`src/sv/sha1_pkg.sv`:
```
// ----------------------------------------------------------------------------
// SHA-1 package
// Shared widths, round constants, initial hash words and sequencer states.
// ----------------------------------------------------------------------------
package sha1_pkg;

    localparam int BYTE_W   = 8;
    localparam int WORD_W   = 32;
    localparam int NUM_H    = 5;
    localparam int BLOCK_W  = 512;
    localparam int FILL_W   = 6;
    localparam int TOTAL_W  = 61;
    localparam int ROUND_W  = 7;
    localparam int HIDX_W   = 3;

    typedef logic [WORD_W-1:0] word_t;
    typedef logic [BYTE_W-1:0] byte_t;

    localparam word_t H_INIT [NUM_H] = '{
        32'h67452301, 32'hEFCDAB89, 32'h98BADCFE, 32'h10325476, 32'hC3D2E1F0
    };

    localparam word_t K_0 = 32'h5A827999;
    localparam word_t K_1 = 32'h6ED9EBA1;
    localparam word_t K_2 = 32'h8F1BBCDC;
    localparam word_t K_3 = 32'hCA62C1D6;

    localparam byte_t PAD_MARK = 8'h80;

    localparam logic [ROUND_W-1:0] LAST_ROUND = 7'd79;
    localparam logic [FILL_W-1:0]  LAST_FILL  = 6'd63;
    localparam logic [HIDX_W-1:0]  LAST_WORD  = 3'd4;

    typedef enum logic [2:0] {
        ST_IDLE,
        ST_PAD,
        ST_ROUND,
        ST_FOLD,
        ST_EMIT
    } state_t;

endpackage

```
`src/sv/sha1_msg_if.sv`:
```
// ----------------------------------------------------------------------------
// SHA-1 message channel
// Valid/ready channel that carries one message byte and its final flag.
// ----------------------------------------------------------------------------
interface sha1_msg_if;
    logic                          valid;
    logic                          ready;
    logic [sha1_pkg::BYTE_W-1:0]   data_byte;
    logic                          final_byte;

    modport source (output valid, output data_byte, output final_byte, input ready);
    modport sink   (input valid, input data_byte, input final_byte, output ready);
endinterface

```
`src/sv/sha1_digest_if.sv`:
```
// ----------------------------------------------------------------------------
// SHA-1 digest channel
// Valid/ready channel that carries one digest word and its last flag.
// ----------------------------------------------------------------------------
interface sha1_digest_if;
    logic                          valid;
    logic                          ready;
    logic [sha1_pkg::WORD_W-1:0]   digest_word;
    logic                          digest_last;

    modport source (output valid, output digest_word, output digest_last, input ready);
    modport sink   (input valid, input digest_word, input digest_last, output ready);
endinterface

```
`src/sv/sha1_message_digest.sv`:
```
// ----------------------------------------------------------------------------
// SHA-1 message digest
// Byte-serial SHA-1 hasher with one shared round unit under a sequencer.
// ----------------------------------------------------------------------------
// Feed the message one byte per request on msg, final_byte set on the last
// byte; every message has at least one byte. When a 64-byte block fills, msg
// drops ready while the single round unit runs the SHA-1 rounds (one round
// per cycle) and the working words are folded into the chain value. After
// the final byte the sequencer generates the padding itself, one byte per
// cycle outside the compressions (0x80, zero fill, 64-bit big-endian bit
// length), compressing one or two more blocks, then presents the five digest
// words on digest, H0 first, digest_last on the fifth. The block accepts no
// new byte until the fifth word is taken; the hash state then returns to the
// initial constants for the next message. The bit length wraps modulo 2^64.
// ----------------------------------------------------------------------------
module sha1_message_digest (
    input  logic                  clk,
    input  logic                  rst_n,
    sha1_msg_if.sink              msg,
    sha1_digest_if.source         digest
);

    // Control state
    sha1_pkg::state_t                    state_reg, state_next;
    logic [sha1_pkg::FILL_W-1:0]         fill_reg, fill_next;
    logic [sha1_pkg::TOTAL_W-1:0]        total_reg, total_next;
    logic [sha1_pkg::ROUND_W-1:0]        rnd_reg, rnd_next;
    logic [sha1_pkg::HIDX_W-1:0]         word_reg, word_next;
    logic                                in_pad_reg, in_pad_next;
    logic                                pad_first_reg, pad_first_next;
    logic                                len_ok_reg, len_ok_next;
    logic                                final_blk_reg, final_blk_next;
    sha1_pkg::word_t                     chain_reg [sha1_pkg::NUM_H];
    sha1_pkg::word_t                     chain_next [sha1_pkg::NUM_H];

    // Datapath state
    logic [sha1_pkg::BLOCK_W-1:0]        block_reg, block_next;
    sha1_pkg::word_t                     a_reg, b_reg, c_reg, d_reg, e_reg;
    sha1_pkg::word_t                     a_next, b_next, c_next, d_next, e_next;

    // Byte shift and round unit signals
    logic                                shift_en;
    sha1_pkg::byte_t                     shift_byte;
    logic                                load_work;
    logic [63:0]                         len_bits;
    sha1_pkg::byte_t                     len_byte;
    sha1_pkg::word_t                     w0, w2, w8, w13, w_new;
    sha1_pkg::word_t                     f_val, k_val, t_val;
    logic                                msg_fire, dig_fire;

    assign msg_fire = msg.valid && msg.ready;
    assign dig_fire = digest.valid && digest.ready;

    assign msg.ready          = (state_reg == sha1_pkg::ST_IDLE);
    assign digest.valid       = (state_reg == sha1_pkg::ST_EMIT);
    assign digest.digest_word = chain_reg[word_reg];
    assign digest.digest_last = (word_reg == sha1_pkg::LAST_WORD);

    // Bit length, big-endian: byte i of the trailer sits at fill 56 + i.
    assign len_bits = {total_reg, 3'b000};
    assign len_byte = len_bits[{~fill_reg[2:0], 3'b000} +: 8];

    // Schedule taps: the 16-word window slides one word per round.
    assign w0    = block_reg[511:480];
    assign w2    = block_reg[447:416];
    assign w8    = block_reg[255:224];
    assign w13   = block_reg[95:64];
    assign w_new = {w13[30:0] ^ w8[30:0] ^ w2[30:0] ^ w0[30:0],
                    w13[31] ^ w8[31] ^ w2[31] ^ w0[31]};

    // Shared round unit
    always_comb
    begin
        priority if (rnd_reg < 7'd20)
        begin
            f_val = (b_reg & c_reg) | (~b_reg & d_reg);
            k_val = sha1_pkg::K_0;
        end
        else if (rnd_reg < 7'd40)
        begin
            f_val = b_reg ^ c_reg ^ d_reg;
            k_val = sha1_pkg::K_1;
        end
        else if (rnd_reg < 7'd60)
        begin
            f_val = (b_reg & c_reg) | (b_reg & d_reg) | (c_reg & d_reg);
            k_val = sha1_pkg::K_2;
        end
        else
        begin
            f_val = b_reg ^ c_reg ^ d_reg;
            k_val = sha1_pkg::K_3;
        end
        t_val = {a_reg[26:0], a_reg[31:27]} + f_val + e_reg + k_val + w0;
    end

    // Sequencer: next state and control
    always_comb
    begin
        state_next     = state_reg;
        fill_next      = fill_reg;
        total_next     = total_reg;
        rnd_next       = rnd_reg;
        word_next      = word_reg;
        in_pad_next    = in_pad_reg;
        pad_first_next = pad_first_reg;
        len_ok_next    = len_ok_reg;
        final_blk_next = final_blk_reg;
        for (int i = 0; i < sha1_pkg::NUM_H; i++)
        begin
            chain_next[i] = chain_reg[i];
        end
        shift_en   = 1'b0;
        shift_byte = msg.data_byte;
        load_work  = 1'b0;

        unique case (state_reg)
            sha1_pkg::ST_IDLE:
            begin
                if (msg_fire)
                begin
                    shift_en   = 1'b1;
                    shift_byte = msg.data_byte;
                    total_next = total_reg + 1'b1;
                    fill_next  = fill_reg + 1'b1;
                    if (msg.final_byte)
                    begin
                        in_pad_next    = 1'b1;
                        pad_first_next = 1'b1;
                    end
                    if (fill_reg == sha1_pkg::LAST_FILL)
                    begin
                        load_work  = 1'b1;
                        state_next = sha1_pkg::ST_ROUND;
                    end
                    else if (msg.final_byte)
                    begin
                        state_next = sha1_pkg::ST_PAD;
                    end
                end
            end

            sha1_pkg::ST_PAD:
            begin
                // Emit 0x80 first, then zeros, then the length once it fits.
                shift_en  = 1'b1;
                fill_next = fill_reg + 1'b1;
                if (pad_first_reg)
                    shift_byte = sha1_pkg::PAD_MARK;
                else if (len_ok_reg && (fill_reg[5:3] == 3'b111))
                    shift_byte = len_byte;
                else
                    shift_byte = '0;
                pad_first_next = 1'b0;
                if (pad_first_reg)
                    len_ok_next = (fill_reg[5:3] != 3'b111);
                if (fill_reg == sha1_pkg::LAST_FILL)
                begin
                    load_work      = 1'b1;
                    final_blk_next = !pad_first_reg && len_ok_reg;
                    state_next     = sha1_pkg::ST_ROUND;
                end
            end

            sha1_pkg::ST_ROUND:
            begin
                if (rnd_reg == sha1_pkg::LAST_ROUND)
                begin
                    rnd_next   = '0;
                    state_next = sha1_pkg::ST_FOLD;
                end
                else
                begin
                    rnd_next = rnd_reg + 1'b1;
                end
            end

            sha1_pkg::ST_FOLD:
            begin
                chain_next[0] = chain_reg[0] + a_reg;
                chain_next[1] = chain_reg[1] + b_reg;
                chain_next[2] = chain_reg[2] + c_reg;
                chain_next[3] = chain_reg[3] + d_reg;
                chain_next[4] = chain_reg[4] + e_reg;
                len_ok_next   = 1'b1;
                if (final_blk_reg)
                    state_next = sha1_pkg::ST_EMIT;
                else if (in_pad_reg)
                    state_next = sha1_pkg::ST_PAD;
                else
                    state_next = sha1_pkg::ST_IDLE;
            end

            sha1_pkg::ST_EMIT:
            begin
                if (dig_fire)
                begin
                    if (word_reg == sha1_pkg::LAST_WORD)
                    begin
                        // Restart for the next message.
                        word_next      = '0;
                        total_next     = '0;
                        in_pad_next    = 1'b0;
                        final_blk_next = 1'b0;
                        for (int i = 0; i < sha1_pkg::NUM_H; i++)
                        begin
                            chain_next[i] = sha1_pkg::H_INIT[i];
                        end
                        state_next = sha1_pkg::ST_IDLE;
                    end
                    else
                    begin
                        word_next = word_reg + 1'b1;
                    end
                end
            end

            default:
            begin
                state_next = sha1_pkg::ST_IDLE;
            end
        endcase
    end

    // Datapath next values
    always_comb
    begin
        block_next = block_reg;
        a_next     = a_reg;
        b_next     = b_reg;
        c_next     = c_reg;
        d_next     = d_reg;
        e_next     = e_reg;
        if (shift_en)
            block_next = {block_reg[503:0], shift_byte};
        else if (state_reg == sha1_pkg::ST_ROUND)
            block_next = {block_reg[479:0], w_new};

        if (load_work)
        begin
            a_next = chain_reg[0];
            b_next = chain_reg[1];
            c_next = chain_reg[2];
            d_next = chain_reg[3];
            e_next = chain_reg[4];
        end
        else if (state_reg == sha1_pkg::ST_ROUND)
        begin
            a_next = t_val;
            b_next = a_reg;
            c_next = {b_reg[1:0], b_reg[31:2]};
            d_next = c_reg;
            e_next = d_reg;
        end
    end

    // Control registers
    always_ff @(posedge clk or negedge rst_n)
    begin
        if (!rst_n)
        begin
            state_reg     <= sha1_pkg::ST_IDLE;
            fill_reg      <= '0;
            total_reg     <= '0;
            rnd_reg       <= '0;
            word_reg      <= '0;
            in_pad_reg    <= 1'b0;
            pad_first_reg <= 1'b0;
            len_ok_reg    <= 1'b0;
            final_blk_reg <= 1'b0;
            for (int i = 0; i < sha1_pkg::NUM_H; i++)
            begin
                chain_reg[i] <= sha1_pkg::H_INIT[i];
            end
        end
        else
        begin
            state_reg     <= state_next;
            fill_reg      <= fill_next;
            total_reg     <= total_next;
            rnd_reg       <= rnd_next;
            word_reg      <= word_next;
            in_pad_reg    <= in_pad_next;
            pad_first_reg <= pad_first_next;
            len_ok_reg    <= len_ok_next;
            final_blk_reg <= final_blk_next;
            for (int i = 0; i < sha1_pkg::NUM_H; i++)
            begin
                chain_reg[i] <= chain_next[i];
            end
        end
    end

    // Block window and working words
    always_ff @(posedge clk)
    begin
        block_reg <= block_next;
        a_reg     <= a_next;
        b_reg     <= b_next;
        c_reg     <= c_next;
        d_reg     <= d_next;
        e_reg     <= e_next;
    end

endmodule

```
`src/flat_wrapper.sv`:
```
// flat-port wrapper written by rule: the top's interface ports become plain ports
module sha1_message_digest_flat 
  (clk, rst_n, msg_valid, msg_data_byte, msg_final_byte, msg_ready, digest_valid, digest_digest_word, digest_digest_last, digest_ready);
  sha1_msg_if msg_i ();
  sha1_digest_if digest_i ();
  input  logic clk;
  input  logic rst_n;
  input wire logic [$bits(msg_i.valid)-1:0] msg_valid;
  input wire logic [$bits(msg_i.data_byte)-1:0] msg_data_byte;
  input wire logic [$bits(msg_i.final_byte)-1:0] msg_final_byte;
  output wire logic [$bits(msg_i.ready)-1:0] msg_ready;
  output wire logic [$bits(digest_i.valid)-1:0] digest_valid;
  output wire logic [$bits(digest_i.digest_word)-1:0] digest_digest_word;
  output wire logic [$bits(digest_i.digest_last)-1:0] digest_digest_last;
  input wire logic [$bits(digest_i.ready)-1:0] digest_ready;
  assign msg_i.valid = msg_valid;
  assign msg_i.data_byte = msg_data_byte;
  assign msg_i.final_byte = msg_final_byte;
  assign msg_ready = msg_i.ready;
  assign digest_valid = digest_i.valid;
  assign digest_digest_word = digest_i.digest_word;
  assign digest_digest_last = digest_i.digest_last;
  assign digest_i.ready = digest_ready;
  sha1_message_digest u_core (.clk(clk), .rst_n(rst_n), .msg(msg_i), .digest(digest_i));
endmodule
```
`config.mk`:
```
export PLATFORM = sky130hd
export DESIGN_NAME = sha1_message_digest_flat
export DESIGN_NICKNAME = d
export VERILOG_FILES = /design/src/sv/sha1_pkg.sv /design/src/sv/sha1_msg_if.sv /design/src/sv/sha1_digest_if.sv /design/src/sv/sha1_message_digest.sv /design/src/flat_wrapper.sv
export SDC_FILE = /design/constraint.sdc
export NUM_CORES = 2
export LEC_CHECK = 0
export BUFFER_PORTS_ARGS = -buffer_cell sky130_fd_sc_hd__buf_2
export CAP_MARGIN = 20
export CORE_UTILIZATION = 60
export DETAILED_ROUTE_END_ITERATION = 10
export GPL_TIMING_DRIVEN = 0
export PLACE_DENSITY = 0.86
export SYNTH_ARGS = -nofsm -noshare
export SYNTH_HDL_FRONTEND = slang
export SYNTH_SLANG_ARGS = --single-unit
```
`constraint.sdc`:
```
create_clock -name clk -period 34.1 [get_ports clk]
set_input_delay 1.705 -clock clk [delete_from_list [all_inputs] [get_ports clk]]
set_output_delay 1.705 -clock clk [all_outputs]
set_load 0.01 [all_outputs]
```
==> flow_summary.toml <==
[run_status]
status = "finished with violations"
violations = "DRC"

[timing]
final_hold_viol_count = 0
holdWs_ps = 480
relSlewSlack_pct = 17.3
fin_tns_setup_ps = 0
slew_violations = 0
post-route-min-period_ps = 8520
tightest_slew_ps = 1240
rsz0062_at_grt = "no"
max_freq_mhz = 117
clock-skew-final_ps = 63.3
fin_ws_ps = 25580
fin_crit_sh_pct = 25.0
setup_viol = 0

[die]
dieWidth_um = 302
pin_count = 48
start_util_pct = 60.8
die_y_um = 302
core_area_mm2 = 0.0888
rows = 109
dieArea_mm2 = 0.0911

[job]
maxCapViolCount = 0

[cells_and_area]
synthToLayoutAreaGrowth_pct = 10.3
fillers = 6609
drive_gt1_share_pct = 6.68
fin_nets = 6250
final_cells = 7140
largest_reg_flops = 512

[yosys]
synthCells = 5717
ys_seq_area_share_pct = 48.9
ys.flop_type = "edfxtp_1"
yosysTopAreaCellShare_pct = 37.4
synth_nets = 6079
yosys.area.top_type = "edfxtp_1"
async_flop_share_pct = 26.6
synth_area_per_cell_um2 = 9.44
synth_common_cells = "2042 x nand2_1, 672 x edfxtp_1, 298 x o21ai_0"
yosys-top-cells-area = "edfxtp_1 37%, nand2_1 14%, dfrtp_1 7.6%"
synth-seq-cells = 916
synth.most_common_cell = "nand2_1"
netlist_area_mm2 = 0.0540
synth_edf_count = 672
yosysWarnings = 0
synth_cell_types = 89

[cts]
htreeDepth = 3
post-cts-setup-buffer-count = 0
cts-resized-gates = 0
clock-sinks = 916
cts_made_buffers = 99
cts-root-buf = "clkbuf_16"
cts.clk_slew.worst_paths_ps = 70
cts_tree = "built"
cts_hold_buf = 0
clock_path_buffers = 3
worstSkewPairLatency_ps = 740

[drt]
wl_per_cell_um = 24.2
wirelength_mm = 173
drc = 10
drt_iter0_markers = 5731
first_pass_iters = 11
via_per_inst = 6.25
num_vias = 44600
detail-route-antenna-nets = 0

[global_routing]
grtUsageTotal_pct = 37.9
antenna_found_initial = 3
grt_max_degree = 102
grt_pass1_wl_mm = 257
grt_overflow = 0
first_global_vias = 42800

[critical_path]
crit_buf_inv = 6
path_delay_family = "compound AO/OA/AOI/OAI gates"
startpoint_type = "register"
path_max_fanout = 11
end_kind = "register"
critPathRequiredTime_ps = 34560
cpMaxStageDelayCell = "a41oi_1"
worstPathArrival_ps = 8980
slowest_delay_ps = 940
path_class = "register to register"
worst_path_most_repeated_cell = "fa_1"

[place]
dpl.cell_count = 6950
gp_congestion = 1.04
dp.final_hpwl_mm = 130
place_ws_ps = 25800
port_buffers = 47

[power_and_ir_drop]
p_leak_nw = 26.2
vdd_drop_max_uv = 64.2
power.density_mw_per_mm2 = 97.2

[worst_hold_path]
hold_path_class = "register to register"
metrics by stage:
| stage | total power, W | area, µm² | util [%] |
|---|---|---|---|
| final | 0.00578 | 59500 | 67.0 |
| after global routing | 0.00607 | 59500 | 67.0 |
| after CTS | 0.00570 | 59500 | 67.0 |
| after detailed placement | 0.00456 | 56100 | 63.2 |
| after global placement | 0.00459 | 55700 | 62.7 |
| after floorplan | 0.00385 | 54000 | - |
path summary, 6_finish.rpt:
kind                       cells past startpoint  slack, ps                           endpoint                      startpoint
max                                           25      25580         u_core.a_reg[23]$_DFFE_PP_   u_core.rnd_reg[4]$_DFFE_PN0P_
min                                            1        480     u_core.fill_reg[5]$_DFFE_PN0P_  u_core.fill_reg[5]$_DFFE_PN0P_
max reg2reg                                   25      25580         u_core.a_reg[23]$_DFFE_PP_   u_core.rnd_reg[4]$_DFFE_PN0P_
min reg2reg                                    1        480     u_core.fill_reg[5]$_DFFE_PN0P_  u_core.fill_reg[5]$_DFFE_PN0P_
max in group asynchronous                      2      32160  u_core.chain_reg[102]$_DFFE_PN0P_                           rst_n
min in group asynchronous                      1        950    u_core.total_reg[8]$_DFFE_PN0P_                           rst_n
metal layers:
| layer | vias to the layer above | routed length (µm) | track usage (%) |
|---|---|---|---|
| li1 | 19800 | - | - |
| met1 | 21300 | 61300 | 47.3 |
| met2 | 2814 | 78400 | 59.5 |
| met3 | 629 | 19400 | 8.42 |
| met4 | 2 | 13600 | 25.5 |
| met5 | - | 55 | 0 |
cells by family (layout without fill, tap and decap cells):
logic type / Yosys count / count (layout) / share of synthesized area (%)
and+or+nand+nor: 2651 / 2651 / 20.0
AOI/OAI and AO/OA: 929 / 929 / 10.7
DFF: 916 / 916 / 48.9
buffers and inverters: 519 / 775 / 3.65
adders and majority gates: 349 / 349 / 9.82
xor gates and xnor gates: 287 / 287 / 4.66
muxes: 66 / 66 / 2.29
other: 0 / 2 / 0
where the power goes:
part,leakage (nW),switching (W),internal [W]
sequential,9.86,0.000438,0.00186
combinational,14.7,0.00147,0.000895
clock,1.61,0.000486,0.000634
total,26.2,0.00240,0.00338
layout by cell type (no fill, tap or decap), types with 15 or more instances in the layout:
cell | synthesis | routed
clkinv_1 | 1 | 17
o21ai_0 | 298 | 298
a211oi_1 | 36 | 36
a31oi_1 | 17 | 17
buf_2 | 3 | 50
and3_1 | 19 | 19
or3_1 | 40 | 40
a21oi_1 | 254 | 254
fa_1 | 124 | 124
nor2_1 | 285 | 285
o32ai_1 | 21 | 21
nor2b_1 | 39 | 39
clkinv_2 | 0 | 21
edfxtp_1 | 672 | 672
o21a_1 | 21 | 21
o211ai_1 | 23 | 23
mux4_2 | 45 | 45
nand2b_1 | 34 | 34
nand2_1 | 2042 | 2040
clkbuf_16 | 0 | 99
o21bai_1 | 26 | 26
ha_1 | 225 | 225
nand4_1 | 25 | 25
inv_1 | 272 | 272
clkbuf_1 | 229 | 247
nor3_1 | 37 | 37
dfstp_2 | 80 | 80
o31ai_1 | 15 | 15
dfrtp_1 | 164 | 164
xnor2_1 | 185 | 185
nand3_1 | 56 | 56
a21o_1 | 75 | 75
xor2_1 | 102 | 102
worst register-to-register path, delay by kind of cell (launching register included):
| kind | cells | cell delay (ps) |
|---|---|---|
| AOI/OAI and AO/OA | 8 | 2950 |
| adders and majority gates | 5 | 1850 |
| buffers and inverters | 6 | 1520 |
| and+or+nand+nor | 5 | 1380 |
| DFF | 1 | 360 |
| xor gates and xnor gates | 1 | 190 |
cell type report:
| cell class | count | area [µm²] | share of cell area (%) |
|---|---|---|---|
| clock buffers | 122 | 2610 | 4.39 |
| flip-flops and latches | 916 | 26400 | 44.3 |
| multi-input cells | 4282 | 25600 | 43.1 |
| repair buffers | 70 | 719 | 1.21 |
| inverters | 273 | 1020 | 1.72 |
| diodes | 2 | 5.00 | 0.00841 |
| well taps | 1165 | 1460 | 2.45 |
| plain buffers | 246 | 945 | 1.59 |
| clock inverters | 64 | 722 | 1.21 |
Power figures use the tool's default switching activity.
